**config.mk**
```make
export PLATFORM = sky130hd
export DESIGN_NAME = cfi_buffered_program_sequencer_core
export DESIGN_NICKNAME = d
export VERILOG_FILES = /design/src/rtl/cfi_bps_pkg.sv /design/src/rtl/cfi_bps_engine.sv /design/src/rtl/cfi_bps_outq.sv /design/src/rtl/cfi_buffered_program_sequencer_core.sv
export VERILOG_INCLUDE_DIRS = /design/src /design/src/rtl
export SDC_FILE = /design/constraint.sdc
export NUM_CORES = 1
export LEC_CHECK = 0
export BUFFER_PORTS_ARGS = -buffer_cell sky130_fd_sc_hd__buf_4
export CORE_UTILIZATION = 45
export CTS_BUF_LIST = sky130_fd_sc_hd__clkbuf_4 sky130_fd_sc_hd__clkbuf_8 sky130_fd_sc_hd__clkbuf_16
export DETAILED_ROUTE_END_ITERATION = 6
export MAX_ROUTING_LAYER = met4
export PLACE_DENSITY = 0.68
export REMOVE_ABC_BUFFERS = 1
export SLEW_MARGIN = 20
export SYNTH_ARGS = -nofsm -noshare
export SYNTH_HDL_FRONTEND = slang
export SYNTH_HIERARCHICAL = 1
export SYNTH_SLANG_ARGS = --single-unit
export TNS_END_PERCENT = 10
```
**constraint.sdc**
```tcl
create_clock -name i_clk -period 7.05 [get_ports i_clk]
set_input_delay 1.0575 -clock i_clk [delete_from_list [all_inputs] [get_ports i_clk]]
set_output_delay 1.0575 -clock i_clk [all_outputs]
set_load 0.02 [all_outputs]
```
**src/rtl/cfi_buffered_program_sequencer_core_macros.svh**
```systemverilog
// Assertion macros for the sequencer RTL.
`ifndef CFI_BUFFERED_PROGRAM_SEQUENCER_CORE_MACROS_SVH
`define CFI_BUFFERED_PROGRAM_SEQUENCER_CORE_MACROS_SVH

`ifndef SYNTHESIS

`define CFI_ASSERT_IMPLIES(label, clk, rst_n, cond, expr) \
    label: assert property (@(posedge clk) disable iff (!(rst_n)) (cond) |-> (expr)) \
        else $error("cfi sequencer: check failed");

`define CFI_ASSERT_NEXT(label, clk, rst_n, cond, expr) \
    label: assert property (@(posedge clk) disable iff (!(rst_n)) (cond) |=> (expr)) \
        else $error("cfi sequencer: check failed");

`else

`define CFI_ASSERT_IMPLIES(label, clk, rst_n, cond, expr)

`define CFI_ASSERT_NEXT(label, clk, rst_n, cond, expr)

`endif

`endif

```
**src/rtl/cfi_bps_pkg.sv**
```systemverilog
// Types and command constants shared by the buffered program sequencer.
`default_nettype none

package cfi_bps_pkg;

    typedef enum logic [1:0] {
        OP_START  = 2'd0,
        OP_DATA   = 2'd1,
        OP_STATUS = 2'd2
    } t_opcode;

    localparam logic [31:0] CMD_BUF_PROGRAM = 32'h0000_00E8;
    localparam logic [31:0] CMD_CONFIRM     = 32'h0000_00D0;
    localparam logic [31:0] CMD_READ_STATUS = 32'h0000_0070;
    localparam logic [31:0] CMD_CLEAR_STAT  = 32'h0000_0050;
    localparam logic [31:0] CMD_READ_ARRAY  = 32'h0000_00FF;
    localparam int          STATUS_READY_BIT = 7;

    typedef struct packed {
        logic [1:0]  opcode;
        logic [23:0] start_word_offset;
        logic [24:0] word_count;
        logic [31:0] data_word;
        logic [7:0]  status_byte;
    } t_item;

    typedef struct packed {
        logic [23:0] bus_address;
        logic [31:0] bus_data;
        logic        bus_is_read;
        logic        request_done;
        logic        order_error;
    } t_result;

    // all bus accesses caused by one item; last_idx is the count minus one
    typedef struct packed {
        t_result [3:0] res;
        logic [1:0]    last_idx;
    } t_bundle;

endpackage

`default_nettype wire

```
**src/rtl/cfi_bps_engine.sv**
```systemverilog
// Sequencer state and the per-item step that builds the bus access bundle.
`default_nettype none

module cfi_bps_engine #(
    parameter int PAGE_WORDS        = 512,
    parameter int ERASE_BLOCK_WORDS = 32768,
    parameter int FLASH_WORDS       = 16777216
) (
    input  wire                    i_clk,
    input  wire                    i_rst_n,
    input  wire                    i_step,
    input  cfi_bps_pkg::t_item     i_item,
    output cfi_bps_pkg::t_bundle   o_bundle
);
    import cfi_bps_pkg::*;

    localparam int CW = $clog2(PAGE_WORDS + 1);
    localparam logic [23:0] FlashMask = 24'(FLASH_WORDS - 1);
    localparam logic [23:0] PageMask  = 24'(PAGE_WORDS - 1);
    localparam logic [23:0] BlockMask = ~24'(ERASE_BLOCK_WORDS - 1);

    typedef enum logic [1:0] {
        PH_IDLE,
        PH_DATA,
        PH_POLL
    } t_phase;

    t_phase        r_phase, n_phase;
    logic [23:0]   r_nwa, n_nwa;
    logic [23:0]   r_block, n_block;
    logic [24:0]   r_wr, n_wr;
    logic [CW-1:0] r_left, n_left;
    logic [CW-1:0] r_size, n_size;

    logic          do_begin, do_finish;
    logic [CW-1:0] chunk_n, room, left_dec;
    logic [23:0]   nwa_inc;

    always_comb begin
        n_phase   = r_phase;
        n_nwa     = r_nwa;
        n_block   = r_block;
        n_wr      = r_wr;
        n_left    = r_left;
        n_size    = r_size;
        do_begin  = 1'b0;
        do_finish = 1'b0;
        chunk_n   = '0;
        room      = CW'(PAGE_WORDS) - CW'(i_item.start_word_offset & PageMask);
        left_dec  = r_left - 1'b1;
        nwa_inc   = (r_nwa + 24'd1) & FlashMask;
        o_bundle  = '0;

        priority if (i_item.opcode == OP_START && r_phase == PH_IDLE) begin
            n_nwa = i_item.start_word_offset & FlashMask;
            n_wr  = i_item.word_count;
            if (i_item.word_count == 25'd0) begin
                do_finish = 1'b1;
            end else begin
                do_begin = 1'b1;
                chunk_n  = (25'(room) > i_item.word_count) ? CW'(i_item.word_count) : room;
            end
        end else if (i_item.opcode == OP_DATA && r_phase == PH_DATA) begin
            o_bundle.res[0].bus_address = r_nwa;
            o_bundle.res[0].bus_data    = i_item.data_word;
            n_nwa  = nwa_inc;
            n_left = left_dec;
            if (left_dec == '0) begin
                // chunk complete: confirm, then first status poll
                o_bundle.res[1].bus_address = r_block;
                o_bundle.res[1].bus_data    = CMD_CONFIRM;
                o_bundle.res[2].bus_address = r_block;
                o_bundle.res[2].bus_data    = CMD_READ_STATUS;
                o_bundle.res[3].bus_address = r_block;
                o_bundle.res[3].bus_is_read = 1'b1;
                o_bundle.last_idx           = 2'd3;
                n_wr    = r_wr - 25'(r_size);
                n_phase = PH_POLL;
            end
        end else if (i_item.opcode == OP_STATUS && r_phase == PH_POLL) begin
            if (!i_item.status_byte[STATUS_READY_BIT]) begin
                o_bundle.res[0].bus_address = r_block;
                o_bundle.res[0].bus_data    = CMD_READ_STATUS;
                o_bundle.res[1].bus_address = r_block;
                o_bundle.res[1].bus_is_read = 1'b1;
                o_bundle.last_idx           = 2'd1;
            end else if (r_wr == 25'd0) begin
                do_finish = 1'b1;
            end else begin
                do_begin = 1'b1;
                chunk_n  = (r_wr >= 25'(PAGE_WORDS)) ? CW'(PAGE_WORDS) : CW'(r_wr);
            end
        end else begin
            o_bundle.res[0].order_error = 1'b1;
        end

        if (do_finish) begin
            o_bundle.res[0].bus_data     = CMD_CLEAR_STAT;
            o_bundle.res[1].bus_address  = n_nwa;
            o_bundle.res[1].bus_data     = CMD_READ_ARRAY;
            o_bundle.res[1].request_done = 1'b1;
            o_bundle.last_idx            = 2'd1;
            n_phase = PH_IDLE;
        end

        if (do_begin) begin
            n_block = n_nwa & BlockMask;
            n_left  = chunk_n;
            n_size  = chunk_n;
            o_bundle.res[0].bus_address = n_block;
            o_bundle.res[0].bus_data    = CMD_BUF_PROGRAM;
            o_bundle.res[1].bus_address = n_block;
            o_bundle.res[1].bus_data    = 32'(chunk_n - 1'b1);
            o_bundle.last_idx           = 2'd1;
            n_phase = PH_DATA;
        end
    end

    always_ff @(posedge i_clk) begin
        if (!i_rst_n) begin
            r_phase <= PH_IDLE;
            r_nwa   <= '0;
            r_block <= '0;
            r_wr    <= '0;
            r_left  <= '0;
            r_size  <= '0;
        end else if (i_step) begin
            r_phase <= n_phase;
            r_nwa   <= n_nwa;
            r_block <= n_block;
            r_wr    <= n_wr;
            r_left  <= n_left;
            r_size  <= n_size;
        end
    end

endmodule

`default_nettype wire

```
**src/rtl/cfi_bps_outq.sv**
```systemverilog
// Result register: holds one item's bundle and issues it one beat at a time.
`default_nettype none

module cfi_bps_outq (
    input  wire                    i_clk,
    input  wire                    i_rst_n,
    input  wire                    i_load,
    input  cfi_bps_pkg::t_bundle   i_bundle,
    output logic                   o_ready,
    output logic                   o_valid,
    input  wire                    i_taken,
    output cfi_bps_pkg::t_result   o_result,
    output logic                   o_last
);
    import cfi_bps_pkg::*;

    t_bundle    r_bundle;
    logic [1:0] r_idx;
    logic       r_valid;

    assign o_valid  = r_valid;
    assign o_last   = (r_idx == r_bundle.last_idx);
    assign o_result = r_bundle.res[r_idx];
    // free, or its final beat leaves this cycle
    assign o_ready  = !r_valid || (o_last && i_taken);

    always_ff @(posedge i_clk) begin
        if (!i_rst_n) begin
            r_valid <= 1'b0;
            r_idx   <= '0;
        end else if (i_load) begin
            r_valid <= 1'b1;
            r_idx   <= '0;
        end else if (r_valid && i_taken) begin
            if (o_last) begin
                r_valid <= 1'b0;
            end else begin
                r_idx <= r_idx + 2'd1;
            end
        end
    end

    always_ff @(posedge i_clk) begin
        if (i_load) begin
            r_bundle <= i_bundle;
        end
    end

endmodule

`default_nettype wire

```
**src/rtl/cfi_buffered_program_sequencer_core.sv**
```systemverilog
// Top level of the buffered program sequencer for a 32-bit CFI flash.
// Takes start, data and status beats and emits the flash bus accesses of a
// buffered program: 0xE8 and count minus one per page chunk, the data words, 0xD0,
// then 0x70 and status reads until bit 7 is set, closing with 0x50 and 0xFF. An
// input beat passes an input register and the step logic and lands in a result
// register; the step waits while the result register is busy. Each input beat
// gives one to four output beats; the single output port issues one per
// cycle while the receiver is ready, so a run of data words that each give
// one result streams at one beat per cycle.
// Unexpected beats give a single result flagged order_error and are ignored.
// PAGE_WORDS, ERASE_BLOCK_WORDS and FLASH_WORDS must be powers of two.
`default_nettype none

`include "cfi_buffered_program_sequencer_core_macros.svh"

module cfi_buffered_program_sequencer_core #(
    parameter int PAGE_WORDS        = 512,
    parameter int ERASE_BLOCK_WORDS = 32768,
    parameter int FLASH_WORDS       = 16777216
) (
    input  wire         i_clk,
    input  wire         i_rst_n,
    input  wire         i_s_axis_tvalid,
    output logic        o_s_axis_tready,
    // start_word_offset[23:0], word_count[48:24], data_word[80:49],
    // status_byte[88:81], zero pad[95:89]
    input  wire  [95:0] i_s_axis_tdata,
    // opcode[1:0]
    input  wire  [1:0]  i_s_axis_tuser,
    output logic        o_m_axis_tvalid,
    input  wire         i_m_axis_tready,
    // bus_address[23:0], bus_data[55:24], zero pad[63:56]
    output logic [63:0] o_m_axis_tdata,
    // bus_is_read[0], request_done[1], order_error[2]
    output logic [2:0]  o_m_axis_tuser,
    output logic        o_m_axis_tlast
);
    import cfi_bps_pkg::*;

    logic    r_in_valid;
    t_item   r_in;
    t_bundle bundle;
    t_result result;
    logic    q_ready;
    logic    step;

    assign step            = r_in_valid && q_ready;
    assign o_s_axis_tready = !r_in_valid || q_ready;

    always_ff @(posedge i_clk) begin
        if (!i_rst_n) begin
            r_in_valid <= 1'b0;
        end else if (o_s_axis_tready) begin
            r_in_valid <= i_s_axis_tvalid;
        end
    end

    always_ff @(posedge i_clk) begin
        if (i_s_axis_tvalid && o_s_axis_tready) begin
            r_in.opcode            <= i_s_axis_tuser;
            r_in.start_word_offset <= i_s_axis_tdata[23:0];
            r_in.word_count        <= i_s_axis_tdata[48:24];
            r_in.data_word         <= i_s_axis_tdata[80:49];
            r_in.status_byte       <= i_s_axis_tdata[88:81];
        end
    end

    cfi_bps_engine #(
        .PAGE_WORDS        (PAGE_WORDS),
        .ERASE_BLOCK_WORDS (ERASE_BLOCK_WORDS),
        .FLASH_WORDS       (FLASH_WORDS)
    ) u_engine (
        .i_clk    (i_clk),
        .i_rst_n  (i_rst_n),
        .i_step   (step),
        .i_item   (r_in),
        .o_bundle (bundle)
    );

    cfi_bps_outq u_outq (
        .i_clk    (i_clk),
        .i_rst_n  (i_rst_n),
        .i_load   (step),
        .i_bundle (bundle),
        .o_ready  (q_ready),
        .o_valid  (o_m_axis_tvalid),
        .i_taken  (i_m_axis_tready),
        .o_result (result),
        .o_last   (o_m_axis_tlast)
    );

    assign o_m_axis_tdata = {8'd0, result.bus_data, result.bus_address};
    assign o_m_axis_tuser = {result.order_error, result.request_done, result.bus_is_read};

    // an accepted beat always sits in the input register next cycle
    `CFI_ASSERT_NEXT(a_in_held, i_clk, i_rst_n, i_s_axis_tvalid && o_s_axis_tready, r_in_valid)
    // an order error is always a lone result
    `CFI_ASSERT_IMPLIES(a_err_last, i_clk, i_rst_n, o_m_axis_tvalid && o_m_axis_tuser[2], o_m_axis_tlast)
    // the closing write ends its beat's burst
    `CFI_ASSERT_IMPLIES(a_done_last, i_clk, i_rst_n, o_m_axis_tvalid && o_m_axis_tuser[1], o_m_axis_tlast)
    // a status read is always the final access of its burst
    `CFI_ASSERT_IMPLIES(a_read_last, i_clk, i_rst_n, o_m_axis_tvalid && o_m_axis_tuser[0], o_m_axis_tlast)

endmodule

`default_nettype wire
```
Word level (Yosys, flattened, before mapping)
Index checks and enable logic that the tools add are counted.

word-level totals
  register bits = 334
  output and inout port bits = 70
  word-level logic and storage cells = 152

cells by class
  $add $sub $neg = 6
  magnitude comparators = 3
  equal/unequal tests = 7
  muxes and demuxes = 64
  bitwise gates (word level) = 5
  reduce and logical (&&, ||, !) cells = 37

operator list
  operator                                                              number
  two-way mux 56 bit                                                    8
  two-way mux 24 bit                                                    5
  binary-select mux 59 bit (select 2 bit)                               1
  two-way mux 10 bit                                                    11
  two-way mux 25 bit                                                    3
  two-way mux 32 bit                                                    2
  two-way mux 59 bit                                                    1
  two-way mux 57 bit                                                    1
  zero test 25 bit                                                      2
  greater-or-equal comparator 25 x 10 -> 1 bit (second input constant)  1
  greater-than comparator 10 x 25 -> 1 bit                              1
  subtractor 25 x 10 -> 25 bit                                          1
  adder 24 x 1 -> 24 bit (second input constant)                        1
  two-way mux 1 bit                                                     24
  two-way mux 2 bit                                                     7
  subtractor 10 x 1 -> 11 bit (second input constant)                   1
  zero test 10 bit                                                      1
  nonzero test 2 bit                                                    5
  OR reduction 2 bit                                                    5
  subtractor 10 x 1 -> 10 bit (second input constant)                   1
  subtractor 10 x 9 -> 10 bit (first input constant)                    1
  OR reduction 3 bit                                                    3
  logical AND 1 bit                                                     7
  two-way mux 7 bit                                                     1
  other kinds (15)                                                      28

Logic depth before layout (Yosys ltp)
Gate-level depths: netlist of the first run.

  depth in word-level cells = 9
  gate-level depth with buffers = 17

Modules after synthesis
Netlist of the first run, hierarchy kept.

modules (own cells, without submodules)
  module                               times used  cells an instance  area each (sq um)  sequential area each (sq um)
  cfi_bps_outq                         1           333                8816.0             7206.9
  cfi_bps_engine                       1           1050               7479.7             1601.5
  cfi_buffered_program_sequencer_core  1           106                2861.5             2752.6

Worst setup path before layout of the first run
OpenSTA, ideal clock, no wires.

  path kind = input port to flip-flop
  start point = input i_m_axis_tready
  end point = register u_engine.r_wr[12]
  data arrival time = 5872 ps
  setup slack = 1051 ps
  stages on the path = 7
  cells stage by stage = nand3_1 > nand2_1 > and2_2 > o21ai_0 > or4_1 > a32oi_1 > nor2_1

between the ends
  cells in the longest elaborated chain, start to end = 4

ends and longest elaborated chain
  element                               line                                       source
  start, declared                       cfi_buffered_program_sequencer_core.sv:31  input wire i_m_axis_tready,
  logical AND 1 bit                     cfi_bps_outq.sv:25                         assign o_ready = !r_valid || (o_last && i_taken);
  logical OR 1 bit                      cfi_bps_outq.sv:25
  net q_ready                           cfi_buffered_program_sequencer_core.sv:44  logic q_ready;
  logical AND 1 bit                     cfi_buffered_program_sequencer_core.sv:47  assign step = r_in_valid && q_ready;
  net step                              cfi_buffered_program_sequencer_core.sv:45  logic step;
  AND reduction 3 bit (no source line)  --
  end signal, assigned                  cfi_bps_engine.sv:131                      r_wr <= n_wr;
  end, declared                         cfi_bps_engine.sv:31                       logic [24:0] r_wr, n_wr;

The timed path passes the listed nets, and every way through them passes these cells.
A chain may end at the register's enable or synchronous reset.

==> out/metrics.csv, run 1 <==
metric;value;unit
Die Span Y;207;µm
reg-to-reg startpoint;r_in[67];
max cap viols;0;
Crit Path Category;flip-flop to flip-flop;
Util after Layout;51.6;%
maximum clock path buffer count;3;
synth warn;6;
final worst path period share;68.2;%
final hold violation count;0;
Avg Cell Area, Syn;12.8;µm²
std cell rows;74;
initial drt markers;1031;
first-pass GRT wire length;62.4;mm
cts bufs inserted;43;
CP Capture Type;flip-flop;
post-CTS setup buffer count;0;
Syn Inst Count;1482;
Initial Util;46.0;%
CP Depth;13;
switching part of the total;23.4;%
number of port buffers;149;
die area;0.0429;mm²
Power Internal;4.21;mW
register area;0.0114;mm²
GRT Residual Overflow;0;
Post-Syn Area;0.0189;mm²
Root Buffer;clkbuf_16;
GRT Total Usage;19.1;%
DR DRC count;0;
CTS tree;built;
outcome;finished, final reports clean;
VDD IR-drop max;138;µV
multi-input logic area;0.00640;mm²
CP max stage cell;or4_1;
placed cell areas;0.0199;mm²
chip width;207;µm
Top Usage Layer GRT;met2;
DP Worst Slack;2310;ps
Core Region;0.0412;mm²
Clock Sinks;406;
drt via density;5.35;
Antenna Cells;0;
Buf/Inv on CP;0;
Final #Nets;1720;
WP data required;7340;ps
Worst setup SP type;flip-flop;
# hold bufs at CTS;0;
final worst slack;2240;ps
worst hold stages;2;
post-route insts no fill;2156;
met1 Use GR;25.0;%
reg2reg end;u_outq/r_bundle[73];
GR Util met3;4.02;%
DRT Wirelength;39.6;mm
Setup Skew;18.4;ps
detailed placement HPWL;25.9;mm
met2 GRT Util;29.9;%
Least-Margin Pin Slew;1140;ps
Clock Power Share;40.4;%
Worst path max stage delay;630;ps
first drt pass iteration count;6;
via count;11500;
Min-Delay Endpoint;u_engine/r_wr[14];
GPL Wtd Cong;0.871;
hold_sp;u_engine/r_wr[14];
CP dominant cell by count;nor2_1;
largest net degree at the start of global routing;90;
Final Setup Violations;0;
Filler cells;3526;
HP Class;flip-flop to flip-flop;
RSZ-0062 raised after global routing;false;
initial antenna violation count;0;
power per cell area;258;mW/mm²
Psw;1.29;mW
Hold WS;464;ps
CP arrival;5090;ps
Leak;7.63;nW
top-level port count;172;
H-tree levels;2;
vias in the first global route;11400;
Area Overhead vs Synth;12.2;%
Peak Freq;208;MHz
Final ANT Viol Nets;0;
R2R Setup Slk;2240;ps
Max-slew headroom;23.5;%
Max Slew Vio Count;0;
Top Family by Delay on Critical Path;simple AND/OR/NAND/NOR gates;
CP Max Fanout;10;
CTS clk-pin slew, worst paths;60;ps
Comb power frac;9.2;%
share of layout cells above drive strength 1;20.0;%
post-route cell area;0.0213;mm²
post-layout min period;4810;ps
Worst-Skew Late Latency;570;ps
CP cell instances;nor4_1 > nand2_1 > nor3_1 > xnor2_1 > ha_1 > and4_2 > a2111oi_4 > nor2_1 > a221o_1 > or4_1 > nor4_2 > xor2_1 > nor2_1;
Sequential Power Share;50.4;%
wire per inst;18.4;µm
post-CTS sizing;0;
DP Cell Count;2078;
R2R cell count;13;
-- through the flow --
step	TNS, ps	total power [mW]
CTS	0	5.56
finish	0	5.49
detailed placement	0	3.32
global route	0	5.71
floorplan	-63340	3.14
global placement	0	3.31
-- layer usage --
| layer | vias to the layer above | routed length (µm) |
|---|---|---|
| li1 | 5500 | - |
| met2 | 356 | 18900 |
| met5 | - | 0 |
| met3 | 64 | 2680 |
| met1 | 5609 | 17100 |
| met4 | 0 | 880 |
-- flip-flops by register name, summed over array words and instances (netlist names) --
name / flops
u_engine/r_nwa: 24
u_engine/r_wr: 25
u_outq/r_idx: 2
u_engine/r_left: 10
u_engine/r_block: 9
u_engine/r_phase: 2
u_outq/r_bundle: 238
r_in_valid: 1
u_engine/r_size: 10
u_outq/o_valid: 1
r_in: 84
-- tightest hold or removal path: stages, from the launching register on --
cell and delay [ps]:
dfxtp_1 300, nand2_1 50, o22ai_1 60
-- layout make-up --
cell class / instances / share of cell area, %
Clock buffer: 55 / 5.55
Clock inverter: 23 / 0.983
Inverter: 45 / 0.795
Multi-Input combinational cell: 925 / 30.1
Sequential cell: 406 / 53.4
Tap cell: 532 / 3.13
Timing Repair Buffer: 170 / 6.01
-- worst max-delay path by stage --
stage / from / to / slack [ps]
after floorplan: u_outq/r_idx[0] / u_engine/r_wr[20] / -2110
after global placement: r_in[67] / u_outq/r_bundle[73] / 2380
after detailed placement: r_in[67] / u_outq/r_bundle[73] / 2310
after CTS: r_in[67] / u_outq/r_bundle[73] / 2300
after global routing: r_in[67] / u_outq/r_bundle[73] / 1950
final: r_in[67] / u_outq/r_bundle[73] / 2240
-- layout by cell type, fill, tap and decap left out, types with 4 or more instances in the layout --
cell	count
edfxtp_1	322
buf_4	170
nand2_1	112
conb_1	107
nor2_1	93
o21ai_0	86
dfxtp_1	82
mux4_2	58
and2_1	55
a21oi_1	46
inv_1	44
clkbuf_16	43
nor3_1	43
nand3_1	39
ha_1	26
a211oi_1	25
xnor2_1	24
a22oi_1	19
mux2i_1	18
xor2_1	16
nor4_1	11
clkbuf_4	10
o211ai_1	10
clkinv_1	9
nand4_1	9
o31ai_1	9
or3_1	8
nand2b_1	8
nor2b_1	7
a311oi_1	7
o21a_1	7
clkinv_2	6
nor4_2	5
clkinvlp_4	4
or2_2	4
or4_1	4
o211a_1	4
a22o_1	4
-- power groups by stage --
stage	Clock [mW]	Combinational, mW	Sequential (mW)
after detailed placement	0	0.502	2.82
after global placement	0	0.494	2.82
final	2.22	0.504	2.77
after floorplan	0	0.330	2.81
after global routing	2.37	0.553	2.78
after CTS	2.28	0.505	2.77
Power figures use the tool's default switching activity.
==> run 2: changes to the inputs <==
clock period = 4.6 ns   (was 7.05 ns; I/O delays follow)
==> run 2 against run 1 <==
  * Fmax is 11% higher
  * Via count is 0.55% higher
  * Routed wire length is 3.4% higher
  * Clock-buffer cell count grew 7
  * Critical path depth rose by 1
  * Combinational power grew 57%
  * Non-clock buffer count increased by 16
  * Cell count up 1.0%
==> out/metrics.csv, run 2 (synthesized netlist as in run 1, its figures left out) <==
metric;value;unit;change
CP arrival;4640;ps;-450 ps
detailed placement HPWL;27.0;mm;+4.5%
switching part of the total;23.3;%;-0.16 points
DRT Wirelength;40.9;mm;+3.4%
max cap viols;0;;unchanged
H-tree levels;2;;unchanged
Setup Skew;18.4;ps;+0.0782 ps
Least-Margin Pin Slew;1000;ps;-140 ps
initial drt markers;917;;-11%
DR DRC count;0;;unchanged
Clock Sinks;406;;unchanged
Crit Path Category;flip-flop to flip-flop;;
first drt pass iteration count;7;;+1
number of flip-flops in the largest register;238;;unchanged
GPL Wtd Cong;0.881;;+1.0%
Final #Nets;1738;;+1.0%
Power Internal;6.69;mW;+59%
most frequent cells in the layout;edfxtp_1 (322), buf_4 (184), nand2_1 (112);;
VDD IR-drop max;249;µV;+81%
CTS tree;built;;
largest net degree at the start of global routing;127;;+41%
CP Max Fanout;7;;-3
number of port buffers;149;;unchanged
GRT Residual Overflow;0;;unchanged
CTS clk-pin slew, worst paths;60;ps;about the same
biggest regs;u_outq/r_bundle: 238 flops, r_in: 84 flops, u_engine/r_wr: 25 flops;;
HP Class;primary input to flip-flop;;
final worst path period share;93.8;%;+26 points
initial antenna violation count;0;;unchanged
CP Capture Type;flip-flop;;
Buf/Inv on CP;1;;+1
Core Region;0.0412;mm²;unchanged
Antenna Cells;0;;unchanged
Peak Freq;232;MHz;+11%
GRT Total Usage;19.8;%;+0.70 points
Initial Util;46.0;%;unchanged
chip width;207;µm;unchanged
maximum clock path buffer count;3;;unchanged
WP data required;4920;ps;-2420 ps
via count;11600;;+0.55%
power per cell area;404;mW/mm²;+56%
vias in the first global route;11600;;+2.0%
outcome;finished, final reports clean;;
CP max stage cell;a2111oi_4;;
Worst-Skew Late Latency;580;ps;about the same
# hold bufs at CTS;0;;unchanged
Root Buffer;clkbuf_16;;
Psw;2.03;mW;+58%
commonest non-fill, non-tap cell in the layout;edfxtp_1;;
CP cell instances;inv_1 > ha_1 > nand2_1 > nor3_1 > xnor2_1 > ha_1 > and4_2 > a2111oi_4 > nor2_1 > a221o_2 > or4_4 > nor4_2 > xor2_1 > nor2_1;;
share of layout cells above drive strength 1;21.6;%;+1.6 points
Clock Power Share;42.2;%;+1.8 points
Leak;7.81;nW;+2.4%
Max Slew Vio Count;0;;unchanged
post-route cell area;0.0216;mm²;+1.5%
final hold violation count;0;;unchanged
top-level port count;172;;unchanged
Filler cells;3444;;-2.3%
Worst path max stage delay;530;ps;-100 ps
std cell rows;74;;unchanged
Final Setup Violations;0;;unchanged
Final ANT Viol Nets;0;;unchanged
Area Overhead vs Synth;13.9;%;
wire per inst;18.8;µm;+2.3%
Comb power frac;9.1;%;about the same
Die Span Y;207;µm;unchanged
Worst setup SP type;flip-flop;;
die area;0.0429;mm²;unchanged
Most flops, register;u_outq/r_bundle;;
Top Family by Delay on Critical Path;simple AND/OR/NAND/NOR gates;;
post-layout min period;4310;ps;-492 ps
cts bufs inserted;45;;+4.7%
placed cell areas;0.0200;mm²;+0.69%
Max-slew headroom;32.8;%;+9.4 points
Util after Layout;52.4;%;+0.79 points
Sequential Power Share;48.8;%;-1.6 points
drt via density;5.32;;-0.47%
first-pass GRT wire length;64.1;mm;+2.7%
==> run 2: cell count changes in the layout (fill, tap and decap cells not counted), moves of 2 or more <==
| cell | change |
|---|---|
| buf_12 | +2 |
| buf_4 | +14 |
| clkbuf_16 | +3 |
| clkbuf_8 | +3 |
| clkinv_1 | -5 |
| clkinv_2 | +4 |
| clkinvlp_4 | -4 |
==> run 2: timing repair <==
action                                 CTS  global route
buffers inserted                         0             1
setup endpoints to repair                0            25
resized for setup                        0             4
endpoints found under the hold margin    0             0
==> run 2: power groups by stage <==
stage               Sequential, mW  Clock (mW)  Combinational, mW
floorplan                     4.31           0              0.506
global placement              4.32           0              0.771
detailed placement            4.33           0              0.782
CTS                           4.25        3.77              0.786
global route                  4.27        3.91              0.871
finish                        4.25        3.68              0.790
==> run 2: per-stage QoR <==
stage / hold slack [ps] / cells / power (mW) / setup TNS [ps] / setup slack, ps
after CTS: 250 / 2177 / 8.80 / 0 / 69.0
final: 286 / 2178 / 8.72 / 0 / 285
after detailed placement: 463 / 2093 / 5.11 / 0 / 101
after floorplan: 440 / 1376 / 4.81 / -924660 / -4560
after global placement: 457 / 2093 / 5.09 / 0 / 89.4
after global routing: 262 / 2178 / 9.05 / -1130 / -60.5
==> run 2: layer usage <==
layer  routed length, µm  global-route usage (%)
met2               19800                    32.2
met3                2190                    3.15
met4                1030                    6.74
met1               17800                    25.2
met5                   0                       -
==> run 2: final cells by class <==
class / count / area [µm²] / share of cell area [%]
multi-input cells: 925 / 6420 / 29.8
well taps: 532 / 666 / 3.08
clock inverters: 22 / 240 / 1.11
flip-flops and latches: 406 / 11400 / 52.6
clock buffers: 62 / 1300 / 6.04
repair buffers: 186 / 1420 / 6.59
inverters: 45 / 169 / 0.783
==> run 2: final timing paths <==
| path | start | to | slack, ps | cells after the start |
|---|---|---|---|---|
| hold / removal | i_s_axis_tdata[56] | r_in[15] | 290 | 1 |
| hold reg to reg | u_engine/r_size[5] | u_engine/r_size[5] | 470 | 2 |
| setup reg to reg | r_in[65] | u_outq/r_bundle[73] | 290 | 14 |
| setup / recovery | r_in[65] | u_outq/r_bundle[73] | 290 | 14 |
==> run 3: changes to the inputs <==
CAP_MARGIN = 20   (was default)
clock period = 4.9 ns   (was 4.6 ns; I/O delays follow)
==> run 3 against run 2 <==
  * Sequential cell count unchanged
  * Highest routed layer unchanged
  * Non-clock buffer count shrank 3
  * Clock power is 8.4% lower
  * Largest power group unchanged
  * Largest cell class unchanged
  * Combinational power shrank 6.5%
  * Critical path depth down 2
  * Final area decreased by 0.34%
  * Global-route usage shrank 0.18 points
  * Clock skew shrank 2.1 ps
  * First-iteration DRC count shrank 10%
==> out/metrics.csv, run 3 (synthesized netlist as in run 1, its figures left out) <==
metric;value;unit;change
outcome;finished, final reports clean;;
drt via density;5.37;;+0.88%
DRT Wirelength;40.7;mm;-0.52%
GPL Wtd Cong;0.867;;-1.6%
CP arrival;4960;ps;+320 ps
DP Worst Slack;286;ps;+186 ps
final hold violation count;0;;unchanged
Max-slew headroom;23.7;%;-9.1 points
first-pass GRT wire length;63.5;mm;-0.83%
Initial Util;46.0;%;unchanged
GRT Residual Overflow;0;;unchanged
CTS tree;built;;
post-route cell area;0.0215;mm²;-0.34%
post-route insts no fill;2173;;-0.23%
initial drt markers;821;;-10%
Worst-Skew Late Latency;570;ps;about the same
biggest regs;u_outq/r_bundle: 238 flops, r_in: 84 flops, u_engine/r_wr: 25 flops;;
number of port buffers;149;;unchanged
Clock Sinks;406;;unchanged
Leak;7.77;nW;-0.56%
wire per inst;18.7;µm;-0.29%
vias in the first global route;11400;;-1.6%
Die Span Y;207;µm;unchanged
WP data required;5310;ps;+390 ps
Max Slew Vio Count;0;;unchanged
top-level port count;172;;unchanged
HP Class;primary input to flip-flop;;
Root Buffer;clkbuf_16;;
Worst setup SP type;flip-flop;;
largest net degree at the start of global routing;131;;+3.1%
via count;11700;;+0.65%
number of flip-flops in the largest register;238;;unchanged
cts bufs inserted;44;;-2.2%
most frequent cells in the layout;edfxtp_1 (322), buf_4 (179), nand2_1 (112);;
initial antenna violation count;0;;unchanged
Setup Skew;16.3;ps;-2.14 ps
Filler cells;3511;;+1.9%
Antenna Cells;0;;unchanged
Least-Margin Pin Slew;1140;ps;+136 ps
GRT Total Usage;19.6;%;-0.18 points
share of layout cells above drive strength 1;20.9;%;-0.73 points
chip width;207;µm;unchanged
CTS clk-pin slew, worst paths;60;ps;about the same
DR DRC count;0;;unchanged
Final ANT Viol Nets;0;;unchanged
die area;0.0429;mm²;unchanged
placed cell areas;0.0200;mm²;about the same
detailed placement HPWL;26.8;mm;-0.78%
std cell rows;74;;unchanged
Core Region;0.0412;mm²;unchanged
final worst slack;343;ps;+57.6 ps
Most flops, register;u_outq/r_bundle;;
first drt pass iteration count;7;;unchanged
DP Cell Count;2089;;-0.19%
RSZ-0062 raised after global routing;false;;
commonest non-fill, non-tap cell in the layout;edfxtp_1;;
power per cell area;376;mW/mm²;-6.8%
Final #Nets;1734;;-0.23%
CP Capture Type;flip-flop;;
H-tree levels;2;;unchanged
Crit Path Category;flip-flop to flip-flop;;
Final Setup Violations;0;;unchanged
Area Overhead vs Synth;13.5;%;
final worst path period share;93.0;%;-0.80 points
CP Max Fanout;22;;+15
Peak Freq;219;MHz;-5.3%
max cap viols;0;;unchanged
VDD IR-drop max;221;µV;-11%
post-layout min period;4560;ps;+242 ps
maximum clock path buffer count;3;;unchanged
[run 3: worst paths after layout]
path | startpoint | end | slack, ps | depth (start not counted)
worst max-delay path | r_in[70] | u_outq/r_bundle[83] | 340 | 12
worst min-delay path | i_s_axis_tuser[1] | r_in[90] | 340 | 1
worst max register to register | r_in[70] | u_outq/r_bundle[83] | 340 | 12
worst min register to register | u_engine/r_size[4] | u_engine/r_size[4] | 470 | 2
[run 3: area by class of cell]
| cell class | count | area, µm² | share of cell area [%] |
|---|---|---|---|
| clock buffers | 58 | 1250 | 5.83 |
| clock inverters | 24 | 236 | 1.10 |
| inverters | 45 | 169 | 0.786 |
| multi-input cells | 925 | 6400 | 29.8 |
| flip-flops and latches | 406 | 11400 | 52.8 |
| well taps | 532 | 666 | 3.10 |
| repair buffers | 183 | 1420 | 6.62 |
[run 3: where the power goes]
group          switching (mW)  internal (mW)
clock                    1.35           2.02
combinational           0.448          0.291
sequential             0.0839           3.90
total                    1.88           6.21
[run 3: through the flow]
step | TNS, ps | util, % | power [mW] | hold slack [ps]
CTS | 0 | 52.1 | 8.18 | 307
global route | 0 | 52.2 | 8.39 | 308
global placement | 0 | 48.5 | 4.77 | 455
floorplan | -809460 | - | 4.52 | 440
detailed placement | 0 | 48.5 | 4.79 | 459
finish | 0 | 52.2 | 8.09 | 341
[run 3: metal layers]
metal  vias up  share of wire, %  GRT usage [%]
met3        64               5.8           4.09
met4         0               2.3           6.10
met2       330                48           30.4
li1       5538                 -              -
met1      5735                44           25.8
met5         -                 0              -
[run 3: critical path: stages, from the launching register on]
cell	delay [ps]
edfxtp_1	430
nor4_1	410
nand2_1	170
nor3_1	200
xnor2_1	190
ha_1	290
and4_2	270
a2111oi_4	530
nor2_1	170
a221o_1	440
or4_1	630
nor4_2	440
buf_12	210
[run 3: timing repair]
| action | 4_1_cts | 5_1_grt |
|---|---|---|
| resized for setup | 0 | 1 |
| hold buffers | 0 | 0 |
| endpoints found under the setup margin | 0 | 23 |
| buffers inserted | 0 | 1 |
